File: src/rtl/fkc_pkg.sv
// Shared types, constants and helper functions of the frame key census table.
package fkc_pkg;

  localparam logic [7:0]  COUNT_LIMIT = 8'h32;
  localparam logic [31:0] CNT_MAX     = 32'hFFFF_FFFF;

  localparam logic [1:0] OUTCOME_HEADERLESS = 2'd0;
  localparam logic [1:0] OUTCOME_HIT        = 2'd1;
  localparam logic [1:0] OUTCOME_ADDED      = 2'd2;
  localparam logic [1:0] OUTCOME_DROPPED    = 2'd3;

  typedef struct packed {
    logic [3:0]  channel;
    logic [7:0]  count_byte0;
    logic [7:0]  count_byte1;
    logic [7:0]  count_byte2;
    logic [7:0]  count_byte3;
    logic [15:0] frame_length;
    logic [7:0]  frame_type;
  } fkc_in_t;

  typedef struct packed {
    logic [1:0]  outcome;
    logic [5:0]  entry_index;
    logic [31:0] entry_count;
    logic [5:0]  distinct_keys;
    logic [31:0] total_frames;
    logic [31:0] headerless_frames;
  } fkc_out_t;

  typedef struct packed {
    logic accept;
    logic search;
    logic commit;
  } fkc_cmd_t;

  typedef struct packed {
    logic counted;
    logic hdr_ok;
    logic search_done;
  } fkc_status_t;

  typedef enum logic [1:0] {
    ST_IDLE,
    ST_SEARCH,
    ST_RESULT
  } fkc_state_t;

  function automatic logic [31:0] sat_inc(input logic [31:0] v);
    return (v == CNT_MAX) ? v : v + 32'd1;
  endfunction

endpackage

File: src/rtl/frame_key_census_table.sv
// Top level of the frame key census table: controller, datapath and checks.
//
// Usage: frame headers arrive on the in_ channel (valid/ready) as one fkc_in_t.
// A header is counted only on channel 0 while count_enable, written through the
// cfg_ channel, is set; other headers are taken and give no result.
// Each counted header gives exactly one fkc_out_t transfer on the out_ channel.
// A header that fails the count-byte test goes from the idle state straight to
// the result state and then to the output register. A valid header searches
// the key table one entry per cycle through the key and count memories until
// it finds a match or passes the last entry in use.
// The output register lets the next header be accepted while a result waits;
// if the receiver still stalls when that header is finished, the block holds
// in its result state and takes no new header until the output register frees.
// Synchronous active-low reset clears count_enable, the number of keys in use
// and both frame counters; table contents need no clearing, as only entries
// below the number in use are ever searched. The cfg_ channel is always ready
// and must be written only while the block is idle.
module frame_key_census_table
  import fkc_pkg::*;
#(
  parameter int TABLE_ENTRIES = 48
) (
  input  logic     clk,
  input  logic     rst_n,
  input  logic     cfg_valid,
  output logic     cfg_ready,
  input  logic     cfg_data,
  input  logic     in_valid,
  output logic     in_ready,
  input  fkc_in_t  in_data,
  output logic     out_valid,
  input  logic     out_ready,
  output fkc_out_t out_data
);

  fkc_cmd_t    cmd;
  fkc_status_t status;

  assign cfg_ready = 1'b1;

  fkc_ctrl u_ctrl (
    .clk       (clk),
    .rst_n     (rst_n),
    .in_valid  (in_valid),
    .in_ready  (in_ready),
    .out_valid (out_valid),
    .out_ready (out_ready),
    .status    (status),
    .cmd       (cmd)
  );

  fkc_dpath #(.TABLE_ENTRIES(TABLE_ENTRIES)) u_dpath (
    .clk      (clk),
    .rst_n    (rst_n),
    .cfg_we   (cfg_valid && cfg_ready),
    .cfg_data (cfg_data),
    .in_data  (in_data),
    .cmd      (cmd),
    .status   (status),
    .out_data (out_data)
  );

  a_headerless_no_slot: assert property (@(posedge clk) disable iff (!rst_n)
    out_valid && (out_data.outcome == OUTCOME_HEADERLESS) |->
      (out_data.entry_index == 6'd0) && (out_data.entry_count == 32'd0))
    else $error("Headerless result carries a table slot.");

  a_added_count_one: assert property (@(posedge clk) disable iff (!rst_n)
    out_valid && (out_data.outcome == OUTCOME_ADDED) |->
      (out_data.entry_count == 32'd1) && (out_data.distinct_keys != 6'd0))
    else $error("New key result does not start its count at one.");

  a_hit_count_nonzero: assert property (@(posedge clk) disable iff (!rst_n)
    out_valid && (out_data.outcome == OUTCOME_HIT) |-> (out_data.entry_count > 32'd1))
    else $error("Matched key has a count below two.");

  a_headerless_bounded: assert property (@(posedge clk) disable iff (!rst_n)
    out_valid |-> (out_data.headerless_frames <= out_data.total_frames))
    else $error("More headerless frames than counted frames.");

endmodule

File: src/rtl/fkc_ram.sv
// Generic single-port-write, single-port-read RAM with registered read data.
module fkc_ram #(
  parameter int WIDTH = 32,
  parameter int DEPTH = 48,
  parameter int AW    = (DEPTH > 1) ? $clog2(DEPTH) : 1
) (
  input  logic             clk,
  input  logic             wr_en,
  input  logic [AW-1:0]    wr_addr,
  input  logic [WIDTH-1:0] wr_data,
  input  logic             rd_en,
  input  logic [AW-1:0]    rd_addr,
  output logic [WIDTH-1:0] rd_data
);

  logic [WIDTH-1:0] mem [DEPTH];
  logic [WIDTH-1:0] rd_data_r;

  always_ff @(posedge clk) begin
    if (wr_en) begin
      mem[wr_addr] <= wr_data;
    end
    if (rd_en) begin
      rd_data_r <= mem[rd_addr];
    end
  end

  assign rd_data = rd_data_r;

endmodule

File: src/rtl/fkc_ctrl.sv
// Controller state machine that sequences accept, table search and result commit.
module fkc_ctrl
  import fkc_pkg::*;
(
  input  logic        clk,
  input  logic        rst_n,
  input  logic        in_valid,
  output logic        in_ready,
  output logic        out_valid,
  input  logic        out_ready,
  input  fkc_status_t status,
  output fkc_cmd_t    cmd
);

  fkc_state_t state_r, state_nxt;
  logic       out_valid_r, out_valid_nxt;

  always_ff @(posedge clk) begin
    if (!rst_n) begin
      state_r     <= ST_IDLE;
      out_valid_r <= 1'b0;
    end else begin
      state_r     <= state_nxt;
      out_valid_r <= out_valid_nxt;
    end
  end

  always_comb begin
    state_nxt     = state_r;
    cmd           = '0;
    in_ready      = 1'b0;
    out_valid_nxt = out_valid_r && !out_ready;
    case (state_r)
      ST_IDLE: begin
        in_ready = 1'b1;
        if (in_valid) begin
          cmd.accept = 1'b1;
          if (status.counted) begin
            state_nxt = status.hdr_ok ? ST_SEARCH : ST_RESULT;
          end
        end
      end
      ST_SEARCH: begin
        cmd.search = 1'b1;
        if (status.search_done) begin
          state_nxt = ST_RESULT;
        end
      end
      ST_RESULT: begin
        if (!out_valid_r || out_ready) begin
          cmd.commit    = 1'b1;
          out_valid_nxt = 1'b1;
          state_nxt     = ST_IDLE;
        end
      end
      default: begin
        state_nxt = ST_IDLE;
      end
    endcase
  end

  assign out_valid = out_valid_r;

endmodule

File: src/rtl/fkc_dpath.sv
// Datapath holding the key table, counters, search pointer and output register.
module fkc_dpath
  import fkc_pkg::*;
#(
  parameter int TABLE_ENTRIES = 48
) (
  input  logic        clk,
  input  logic        rst_n,
  input  logic        cfg_we,
  input  logic        cfg_data,
  input  fkc_in_t     in_data,
  input  fkc_cmd_t    cmd,
  output fkc_status_t status,
  output fkc_out_t    out_data
);

  localparam int IDX_W = (TABLE_ENTRIES > 1) ? $clog2(TABLE_ENTRIES) : 1;
  localparam int CNT_W = $clog2(TABLE_ENTRIES + 1);
  localparam int EXT_W = (CNT_W > 6) ? CNT_W : 6;

  logic             enable_r;
  logic [31:0]      key_r, key_nxt;
  logic [CNT_W-1:0] used_r, used_nxt;
  logic [CNT_W-1:0] scan_r, scan_nxt;
  logic             cmp_v_r, cmp_v_nxt;
  logic [IDX_W-1:0] cmp_idx_r, cmp_idx_nxt;
  logic [31:0]      frames_r, frames_nxt;
  logic [31:0]      hdrless_r, hdrless_nxt;
  logic [1:0]       outcome_r, outcome_nxt;
  logic [IDX_W-1:0] idx_r, idx_nxt;
  logic [31:0]      cnt_r, cnt_nxt;
  fkc_out_t         out_r, out_nxt;

  logic             rd_en;
  logic [31:0]      key_rdata;
  logic [31:0]      cnt_rdata;
  logic             key_we;
  logic             cnt_we;
  logic             hit;
  logic             scan_more;
  logic             hdr_ok;
  logic [EXT_W-1:0] idx_ext;
  logic [EXT_W-1:0] used_ext;

  fkc_ram #(.WIDTH(32), .DEPTH(TABLE_ENTRIES), .AW(IDX_W)) u_key_ram (
    .clk     (clk),
    .wr_en   (key_we),
    .wr_addr (idx_r),
    .wr_data (key_r),
    .rd_en   (rd_en),
    .rd_addr (scan_r[IDX_W-1:0]),
    .rd_data (key_rdata)
  );

  fkc_ram #(.WIDTH(32), .DEPTH(TABLE_ENTRIES), .AW(IDX_W)) u_cnt_ram (
    .clk     (clk),
    .wr_en   (cnt_we),
    .wr_addr (idx_r),
    .wr_data (cnt_r),
    .rd_en   (rd_en),
    .rd_addr (scan_r[IDX_W-1:0]),
    .rd_data (cnt_rdata)
  );

  always_ff @(posedge clk) begin
    if (!rst_n) begin
      enable_r  <= 1'b0;
      used_r    <= '0;
      frames_r  <= '0;
      hdrless_r <= '0;
      cmp_v_r   <= 1'b0;
    end else begin
      if (cfg_we) begin
        enable_r <= cfg_data;
      end
      used_r    <= used_nxt;
      frames_r  <= frames_nxt;
      hdrless_r <= hdrless_nxt;
      cmp_v_r   <= cmp_v_nxt;
    end
  end

  always_ff @(posedge clk) begin
    key_r     <= key_nxt;
    scan_r    <= scan_nxt;
    cmp_idx_r <= cmp_idx_nxt;
    outcome_r <= outcome_nxt;
    idx_r     <= idx_nxt;
    cnt_r     <= cnt_nxt;
    out_r     <= out_nxt;
  end

  assign hdr_ok = (in_data.count_byte0 != 8'd0) &&
                  (in_data.count_byte0 == in_data.count_byte1) &&
                  (in_data.count_byte0 == in_data.count_byte2) &&
                  (in_data.count_byte0 == in_data.count_byte3) &&
                  (in_data.count_byte0 < COUNT_LIMIT);

  assign scan_more = scan_r < used_r;
  assign hit       = cmp_v_r && (key_rdata == key_r);

  assign status.counted     = enable_r && (in_data.channel == 4'd0);
  assign status.hdr_ok      = hdr_ok;
  assign status.search_done = hit || !scan_more;

  assign key_we = cmd.commit && (outcome_r == OUTCOME_ADDED);
  assign cnt_we = cmd.commit && ((outcome_r == OUTCOME_ADDED) || (outcome_r == OUTCOME_HIT));

  always_comb begin
    key_nxt     = key_r;
    used_nxt    = used_r;
    scan_nxt    = scan_r;
    cmp_v_nxt   = cmp_v_r;
    cmp_idx_nxt = cmp_idx_r;
    frames_nxt  = frames_r;
    hdrless_nxt = hdrless_r;
    outcome_nxt = outcome_r;
    idx_nxt     = idx_r;
    cnt_nxt     = cnt_r;
    out_nxt     = out_r;
    rd_en       = 1'b0;
    idx_ext     = EXT_W'(idx_r);
    used_ext    = EXT_W'(used_r);

    if (cmd.accept) begin
      key_nxt     = {in_data.count_byte0, in_data.frame_type, in_data.frame_length};
      scan_nxt    = '0;
      cmp_v_nxt   = 1'b0;
      outcome_nxt = OUTCOME_HEADERLESS;
      idx_nxt     = '0;
      cnt_nxt     = '0;
    end

    if (cmd.search) begin
      if (hit) begin
        outcome_nxt = OUTCOME_HIT;
        idx_nxt     = cmp_idx_r;
        cnt_nxt     = sat_inc(cnt_rdata);
      end else if (!scan_more) begin
        if (used_r < CNT_W'(TABLE_ENTRIES)) begin
          outcome_nxt = OUTCOME_ADDED;
          idx_nxt     = used_r[IDX_W-1:0];
          cnt_nxt     = 32'd1;
        end else begin
          outcome_nxt = OUTCOME_DROPPED;
          idx_nxt     = '0;
          cnt_nxt     = '0;
        end
      end else begin
        rd_en       = 1'b1;
        cmp_v_nxt   = 1'b1;
        cmp_idx_nxt = scan_r[IDX_W-1:0];
        scan_nxt    = scan_r + CNT_W'(1);
      end
    end

    if (cmd.commit) begin
      frames_nxt = sat_inc(frames_r);
      if (outcome_r == OUTCOME_HEADERLESS) begin
        hdrless_nxt = sat_inc(hdrless_r);
      end
      if (outcome_r == OUTCOME_ADDED) begin
        used_nxt = used_r + CNT_W'(1);
      end
      used_ext                  = EXT_W'(used_nxt);
      out_nxt.outcome           = outcome_r;
      out_nxt.entry_index       = idx_ext[5:0];
      out_nxt.entry_count       = cnt_r;
      out_nxt.distinct_keys     = used_ext[5:0];
      out_nxt.total_frames      = frames_nxt;
      out_nxt.headerless_frames = hdrless_nxt;
    end
  end

  assign out_data = out_r;

endmodule
File: config.mk
export PLATFORM = sky130hd
export DESIGN_NAME = frame_key_census_table
export DESIGN_NICKNAME = d
export VERILOG_FILES = /design/src/rtl/fkc_pkg.sv /design/src/rtl/frame_key_census_table.sv /design/src/rtl/fkc_ram.sv /design/src/rtl/fkc_ctrl.sv /design/src/rtl/fkc_dpath.sv
export SDC_FILE = /design/constraint.sdc
export NUM_CORES = 2
export LEC_CHECK = 0
export BUFFER_PORTS_ARGS = -buffer_cell sky130_fd_sc_hd__buf_2
export CAP_MARGIN = 30
export CORE_MARGIN = 1.5
export CORE_UTILIZATION = 30
export DETAILED_ROUTE_END_ITERATION = 8
export SLEW_MARGIN = 20
export SYNTH_ARGS = -nofsm -noshare
export SYNTH_HDL_FRONTEND = slang
export SYNTH_SLANG_ARGS = --single-unit
File: constraint.sdc
create_clock -name clk -period 17.2 [get_ports clk]
set_input_delay 2.58 -clock clk [delete_from_list [all_inputs] [get_ports clk]]
set_output_delay 2.58 -clock clk [all_outputs]
set_load 0.01 [all_outputs]
# Word level (Yosys, flattened, before mapping)
# Memories as Yosys holds them, arrays and structs flattened. A register that Yosys moved wholly into a read port is not among the register bits.
# Cells that the tools add are included.
dict set report totals {
  latch_bits 0
  memories 2
  ff_bits 269
  ramBits 3072
  out_inout_bits 113
  romBits 0
  inputBits 66
  wordCells 115
}
dict set report classes {
  mul 0
  magnitude_cmp 3
  mux 49
  reduce_logical 21
  n_bitwise 1
  shifts 0
  eq_ne 15
  div 0
  addsub 5
}
# memory depth width read_ports rd_clocked_by_memory_dff wr line
set mem_list {}
lappend mem_list {u_dpath.u_cnt_ram.mem 48 32 1 1 1 fkc_ram.sv:16} ;# logic [WIDTH-1:0] mem [DEPTH];
lappend mem_list {u_dpath.u_key_ram.mem 48 32 1 1 1 fkc_ram.sv:16}
# operator count
set op_table {}
lappend op_table {{$mux 32} 8}
lappend op_table {{$add 32x1->32 const B} 3}
lappend op_table {{$eq 32x32->1 const B} 3}
lappend op_table {{$mux 6} 10}
lappend op_table {{$eq 32x32->1} 1}
lappend op_table {{$eq 8x8->1} 3}
lappend op_table {{$mux 1} 21}
lappend op_table {{$mux 2} 9}
lappend op_table {{$add 6x1->6 const B} 2}
lappend op_table {{$logic_and 1x1->1} 9}
lappend op_table {{$lt 8x6->1 const B} 1}
lappend op_table {{$reduce_bool 8->1} 1}
lappend op_table {{$lt 6x6->1} 1}
lappend op_table {{$lt 6x6->1 const B} 1}
lappend op_table {{$ne 2x2->1 const B} 3}
lappend op_table {{$pmux 2 s3} 1}
lappend op_table {{$eq 2x1->1 const B} 2}
lappend op_table {{$eq 2x2->1 const B} 2}
lappend op_table {{$logic_not 2->1} 2}
lappend op_table {{$logic_not 4->1} 1}
lappend op_table {{$reduce_and 4->1} 1}
lappend op_table {{$logic_not 1->1} 3}
lappend op_table {{$logic_or 1x1->1} 3}
lappend op_table {{$reduce_and 3->1} 1}
lappend op_table {{other kinds (2)} 2}

# Depth between registers and ports, before layout
dict set report depth {
  ltp_word 9
  depth_mapped 10
  ltp_nobuf 8
}

# By module
# Synthesis repeated with hierarchy kept, for this count alone.
dict set report unflattened {
  hier_cells 6943
  hier_area_um2 133321.6
}
# module seq_area_each_um2 instances area_per_inst_um2 cells_per_inst
set by_module_without_submodules {}
lappend by_module_without_submodules {fkc_ram 47085.2 2 60481.8 2912}
lappend by_module_without_submodules {fkc_dpath 6806.5 1 12185.4 1101}
lappend by_module_without_submodules {fkc_ctrl 60.1 1 161.4 16}
lappend by_module_without_submodules {frame_key_census_table 0.0 1 11.3 2}

# Worst setup path before layout
# No wires, ideal clock.
dict set report synth_timing {
  path_kind {input to register}
  start {input out_ready}
  end {memory u_dpath.u_key_ram.mem[25][0], enable pin}
  n_path_buf 2
  required_ps 16779
  path_stages 7
  setup_ps 421
  arrival_ps 8713
  setup_slack_ps 8066
  path_cell_list {nand2b_1 nand2b_1 clkbuf_1 inv_2 clkbuf_1 nand3_1 nor2_1}
}
# element line
set synth_lines {}
lappend synth_lines {{start: declaration} frame_key_census_table.sv:32} ;# input logic out_ready,
lappend synth_lines {{end: declaration} fkc_ram.sv:16}

# Final worst setup path
dict set report layout_timing {
  start {register u_dpath.scan_r[0]}
  end {register u_dpath.u_cnt_ram.rd_data_r[10], in the netlist u_dpath.u_cnt_ram.rd_data[10], read port of u_dpath.u_cnt_ram.mem (data pin)}
}
dict set report layout_between {
  elab_chain_len 4
}
# element line
set layout_rtl {}
lappend layout_rtl {{start: declaration} fkc_dpath.sv:24} ;# logic [CNT_W-1:0] scan_r, scan_nxt;
lappend layout_rtl {{start signal: assignment} fkc_dpath.sv:85} ;# scan_r <= scan_nxt;
lappend layout_rtl {{$lt 6x6->1} fkc_dpath.sv:99} ;# assign scan_more = scan_r < used_r;
lappend layout_rtl {{$mux 1} fkc_dpath.sv:139} ;# end else if (!scan_more) begin
lappend layout_rtl {{$mux 1} fkc_dpath.sv:135} ;# if (hit) begin
lappend layout_rtl {{$mux 1} fkc_dpath.sv:134} ;# if (cmd.search) begin
lappend layout_rtl {{end: declaration} fkc_ram.sv:17} ;# logic [WIDTH-1:0] rd_data_r;
# Parallel ways exist; a longest one is shown, timed or not.
# A chain may end at the register's enable or synchronous reset.

==> impl_results.html <==
<table>
<tr><th>Metric</th><th>Value</th></tr>
<tr><th colspan="2">Run status</th></tr>
<tr><td>Result of the run</td><td>finished clean</td></tr>
<tr><th colspan="2">Yosys</th></tr>
<tr><td>Number of distinct library cells after synthesis</td><td>67</td></tr>
<tr><td>Area share of the largest cell type after synthesis</td><td>about 75%</td></tr>
<tr><td>Cell with the most instances after synthesis</td><td>edfxtp_1</td></tr>
<tr><td>Top post-synthesis cells by area</td><td>edfxtp_1 (75%), mux4_2 (14%), dfxtp_1 (1.8%)</td></tr>
<tr><td>Share of flip-flops with an asynchronous set or reset</td><td>0%</td></tr>
<tr><td>Number of standard cells after synthesis</td><td>6,020</td></tr>
<tr><td>#FFs+latches synth</td><td>3,405</td></tr>
<tr><td>Cell type contributing the most total cell area after synthesis</td><td>edfxtp_1</td></tr>
<tr><td>Most used flip-flop cell after synthesis</td><td>edfxtp_1</td></tr>
<tr><td>Synth Area per Inst</td><td>21.8 um^2</td></tr>
<tr><td>Number of enable flip-flop cells after synthesis</td><td>3,284</td></tr>
<tr><td>Synth Cell Area</td><td>around 0.13 mm^2</td></tr>
<tr><td>Post-synth net total</td><td>6,098</td></tr>
<tr><td>Most instantiated cells after synthesis</td><td>edfxtp_1 (3,284), mux4_2 (838), nor2_1 (230), nand2_1 (165), clkbuf_1 (135)</td></tr>
<tr><td>Number of warnings reported in the yosys synthesis log</td><td>0</td></tr>
<tr><td>Sequential fraction of the synthesis area</td><td>a little under 80%</td></tr>
<tr><th colspan="2">Timing</th></tr>
<tr><td>Relative slew slack</td><td>17.6%</td></tr>
<tr><td>Final worst clock skew</td><td>58.6 ps</td></tr>
<tr><td>Period utilisation layout</td><td>35.7%</td></tr>
<tr><td>Worst Hold Slack</td><td>441 ps</td></tr>
<tr><td>Final number of max-transition violations</td><td>0</td></tr>
<tr><td>Worst slew pin tran</td><td>~1200 ps</td></tr>
<tr><td>Final number of setup-violating endpoints</td><td>0</td></tr>
<tr><td>Total negative slack</td><td>0 ps</td></tr>
<tr><td>Unrepaired setup endpoints after global routing</td><td>no</td></tr>
<tr><td>Post-route worst setup slack</td><td>11,060 ps</td></tr>
<tr><td>Final period demand of the worst path</td><td>6140 ps</td></tr>
<tr><td>Max Fclk</td><td>0.163 GHz</td></tr>
<tr><td>Final Hold Violating Endpoints</td><td>0</td></tr>
<tr><th colspan="2">Pwr</th></tr>
<tr><td>Reg power frac</td><td>55.3%</td></tr>
<tr><td>Clock network fraction of design power</td><td>44.0%</td></tr>
<tr><td>Power Internal</td><td>13.1 mW</td></tr>
<tr><td>Overall Power</td><td>between 15 and 20 mW</td></tr>
<tr><td>Combinational cell fraction of total power</td><td>0.7%</td></tr>
<tr><td>Pwr/cell area</td><td>107 mW/mm^2</td></tr>
<tr><td>Switching component of the power</td><td>3.18 mW</td></tr>
<tr><td>Cell leakage power</td><td>48.7 nW</td></tr>
<tr><td>Peak supply drop</td><td>~0.000085 V</td></tr>
<tr><td>Switching fraction of total power</td><td>19.5%</td></tr>
<tr><th colspan="2">Floorplan</th></tr>
<tr><td>Core Region</td><td>0.435 mm^2</td></tr>
<tr><td>Effective utilization at floorplan</td><td>between 30% and 40%</td></tr>
<tr><td>Rows</td><td>242</td></tr>
<tr><td>Die boundary width</td><td>664 um</td></tr>
<tr><td>Vertical extent of the die</td><td>approximately 660 um</td></tr>
<tr><td>Top-level port count</td><td>179</td></tr>
<tr><td>Overall die area</td><td>between 0.4 and 0.5 mm^2</td></tr>
<tr><th colspan="2">Setup path</th></tr>
<tr><td>Data required time at the worst endpoint</td><td>17,810 ps</td></tr>
<tr><td>Worst path bufs/invs</td><td>4</td></tr>
<tr><td>Worst setup path category</td><td>flip-flop to flip-flop</td></tr>
<tr><td>Worst path max stage delay</td><td>~780 ps</td></tr>
<tr><td>Crit path launch type</td><td>flip-flop</td></tr>
<tr><td>Most numerous cell on the critical path</td><td>buf_4</td></tr>
<tr><td>Slowest library cell on the worst path</td><td>dfxtp_4</td></tr>
<tr><td>Crit path arrival time</td><td>between 6000 and 7000 ps</td></tr>
<tr><td>Highest net fanout along the worst path</td><td>43</td></tr>
<tr><td>Chain of cells forming the critical path</td><td>buf_4, buf_4, buf_4, buf_4, mux4_2, mux2_2, o22ai_1, a221o_1, o21ai_1</td></tr>
<tr><td>Kind of cell adding the most delay to the critical path</td><td>buffers and inverters</td></tr>
<tr><td>Sort of element at the end of the critical path</td><td>flip-flop</td></tr>
<tr><th colspan="2">Placement</th></tr>
<tr><td>Post-DP HPWL</td><td>around 200,000 um</td></tr>
<tr><td>IO buf count</td><td>~180</td></tr>
<tr><td>Routability congestion estimate from global placement</td><td>0.873</td></tr>
<tr><td>Number of cells after detailed placement</td><td>11,900</td></tr>
<tr><td>Pre-CTS WS</td><td>11,060 ps</td></tr>
<tr><td>Post-Place Cell Area</td><td>0.141 mm^2</td></tr>
<tr><th colspan="2">Global route</th></tr>
<tr><td>Final global-route overflow total</td><td>0</td></tr>
<tr><td>Vias in the first global route</td><td>64,300</td></tr>
<tr><td>Pin count of the biggest net entering global routing</td><td>134</td></tr>
<tr><td>GR Util All Layers</td><td>14.8%</td></tr>
<tr><td>Number of antenna violations at the first check in global routing</td><td>29</td></tr>
<tr><td>Global-route wire length before repair</td><td>approximately 480,000 um</td></tr>
<tr><th colspan="2">Hold path</th></tr>
<tr><td>Hold crit path type</td><td>flip-flop to flip-flop</td></tr>
<tr><th colspan="2">Clock network</th></tr>
<tr><td>Number of H-tree levels</td><td>5</td></tr>
<tr><td>Sinks on Clock Net</td><td>3,405</td></tr>
<tr><td>Total CTS buffers</td><td>roughly 330</td></tr>
<tr><td>Root buffer cell</td><td>clkbuf_16</td></tr>
<tr><td>Post_cts resized</td><td>0</td></tr>
<tr><td># hold bufs at CTS</td><td>0</td></tr>
<tr><td>Setup Fix Bufs, Post-CTS</td><td>0</td></tr>
<tr><td>Clock-pin slew of the registers on the worst-case setup and hold paths</td><td>60 ps</td></tr>
<tr><td>Buffers from clock root to sink, at most</td><td>4</td></tr>
<tr><td>Clock tree from TritonCTS</td><td>yes</td></tr>
<tr><td>Worst-skew pair later-pin latency</td><td>around 900 ps</td></tr>
<tr><th colspan="2">Routing</th></tr>
<tr><td>Wire length reported by the detailed router</td><td>336,000 um</td></tr>
<tr><td>Number of DRC violations after detailed-routing iteration 0</td><td>7,884</td></tr>
<tr><td>Total via count after detailed routing</td><td>63,800</td></tr>
<tr><td>WL per Instance</td><td>27.0 um</td></tr>
<tr><td>Residual DRC count</td><td>0</td></tr>
<tr><td>Count of nets left with antenna violations after detail routing</td><td>0</td></tr>
<tr><td>Length of the first detailed-routing pass in iterations</td><td>7</td></tr>
<tr><td>Via count normalized by instance count</td><td>5.12</td></tr>
<tr><th colspan="2">Cells and area</th></tr>
<tr><td>Post-route non-filler standard cell count</td><td>around 12,000</td></tr>
<tr><td>Share of layout cells above drive strength 1</td><td>29.5%</td></tr>
<tr><td>Growth of design area from synthesis to finish</td><td>16.0%</td></tr>
<tr><td>Final Cell Area</td><td>0.152 mm^2</td></tr>
<tr><td>Number of nets in the final layout</td><td>6,544</td></tr>
<tr><td>Layout Utilization</td><td>a little over a third</td></tr>
<tr><th colspan="2">Flow run</th></tr>
<tr><td>Reported max-cap violation count</td><td>0</td></tr>
</table>
==> cells by family (layout without fill, tap and decap cells) <==
| kind of cell | Yosys count | in the layout | synth area share [%] |
|---|---|---|---|
| xor+xnor | 170 | 170 | 1.14 |
| other cells | 1 | 17 | 0.00286 |
| fa+ha+maj | 12 | 12 | 0.114 |
| simple gates | 718 | 718 | 2.64 |
| buf+inv | 341 | 1049 | 1.20 |
| flops | 3405 | 3405 | 77.0 |
| compound gates | 330 | 330 | 1.83 |
| mux | 1043 | 1043 | 16.0 |
==> per-layer routing <==
metal / vias up / GRT usage (%) / routed length [um]
met5: - / 0 / 50
met4: 8 / 5.35 / 12600
met3: 514 / 2.55 / 26500
met2: 2812 / 24.3 / 162000
met1: 34400 / 19.9 / 135000
li1: 26100 / - / -
==> registers in the layout (all words and copies together), names as in the netlist, 32 cells and up <==
signal	cells
u_dpath.u_cnt_ram.mem	1536
u_dpath.u_key_ram.mem	1536
u_dpath.out_data	110
u_dpath.cnt_r	32
u_dpath.frames_r	32
u_dpath.hdrless_r	32
u_dpath.key_r	32
u_dpath.u_cnt_ram.rd_data	32
u_dpath.u_key_ram.rd_data	32
==> placed cells by master (no fill, tap or decap), drive strengths merged, types with 19 or more instances in the layout <==
master    count
nor4         27
and3         24
or3          20
buf         436
o221ai       27
nand4        56
nor2        231
nand2b       19
clkinvlp     20
nand3        78
o22ai        37
xor2         70
mux2i       108
a221o        35
a22o         55
nor3         39
clkinv      119
mux2         97
mux4        838
bufinv       29
xnor2       100
nand2       165
a21oi        49
o21ai        67
edfxtp     3284
a221oi       27
inv          30
dfxtp       121
clkbuf      415
==> worst register-to-register path: cells and delay by family, from the launching register on <==
| kind | cells | cell delay [ps] |
|---|---|---|
| buf+inv | 4 | 3160 |
| mux | 2 | 950 |
| flops | 1 | 780 |
| compound gates | 3 | 960 |
==> area by class of cell <==
type / count / area, um^2
timing repair buffer: 436 / 3920
tap: 5734 / 7170
clock inverter: 178 / 1730
multi-input combinational: 2274 / 29300
clock buffer: 415 / 8880
inverter: 20 / 80.1
fill: 39800 / 283000
sequential: 3405 / 101000
antenna: 16 / 40.0
==> power by group through the flow <==
stage                     Combinational [mW]  Sequential [mW]  Clock [mW]
after floorplan                       0.0139             9.23           0
after global placement                 0.108             9.20           0
after detailed placement               0.115             9.20           0
after CTS                              0.115             9.02        7.32
after global routing                   0.122             9.02        7.61
final                                  0.115             9.02        7.18
==> path summary, 6_finish.rpt <==
kind	from	end	slack, ps	cells after the start
max	u_dpath.scan_r[0]	u_dpath.u_cnt_ram.rd_data[10]	11060	9
min	u_dpath.outcome_r[0]	u_dpath.out_data[108]	440	0
max reg2reg	u_dpath.scan_r[0]	u_dpath.u_cnt_ram.rd_data[10]	11060	9
min reg2reg	u_dpath.outcome_r[0]	u_dpath.out_data[108]	440	0
No activity file was read; power rests on OpenSTA's default activity.
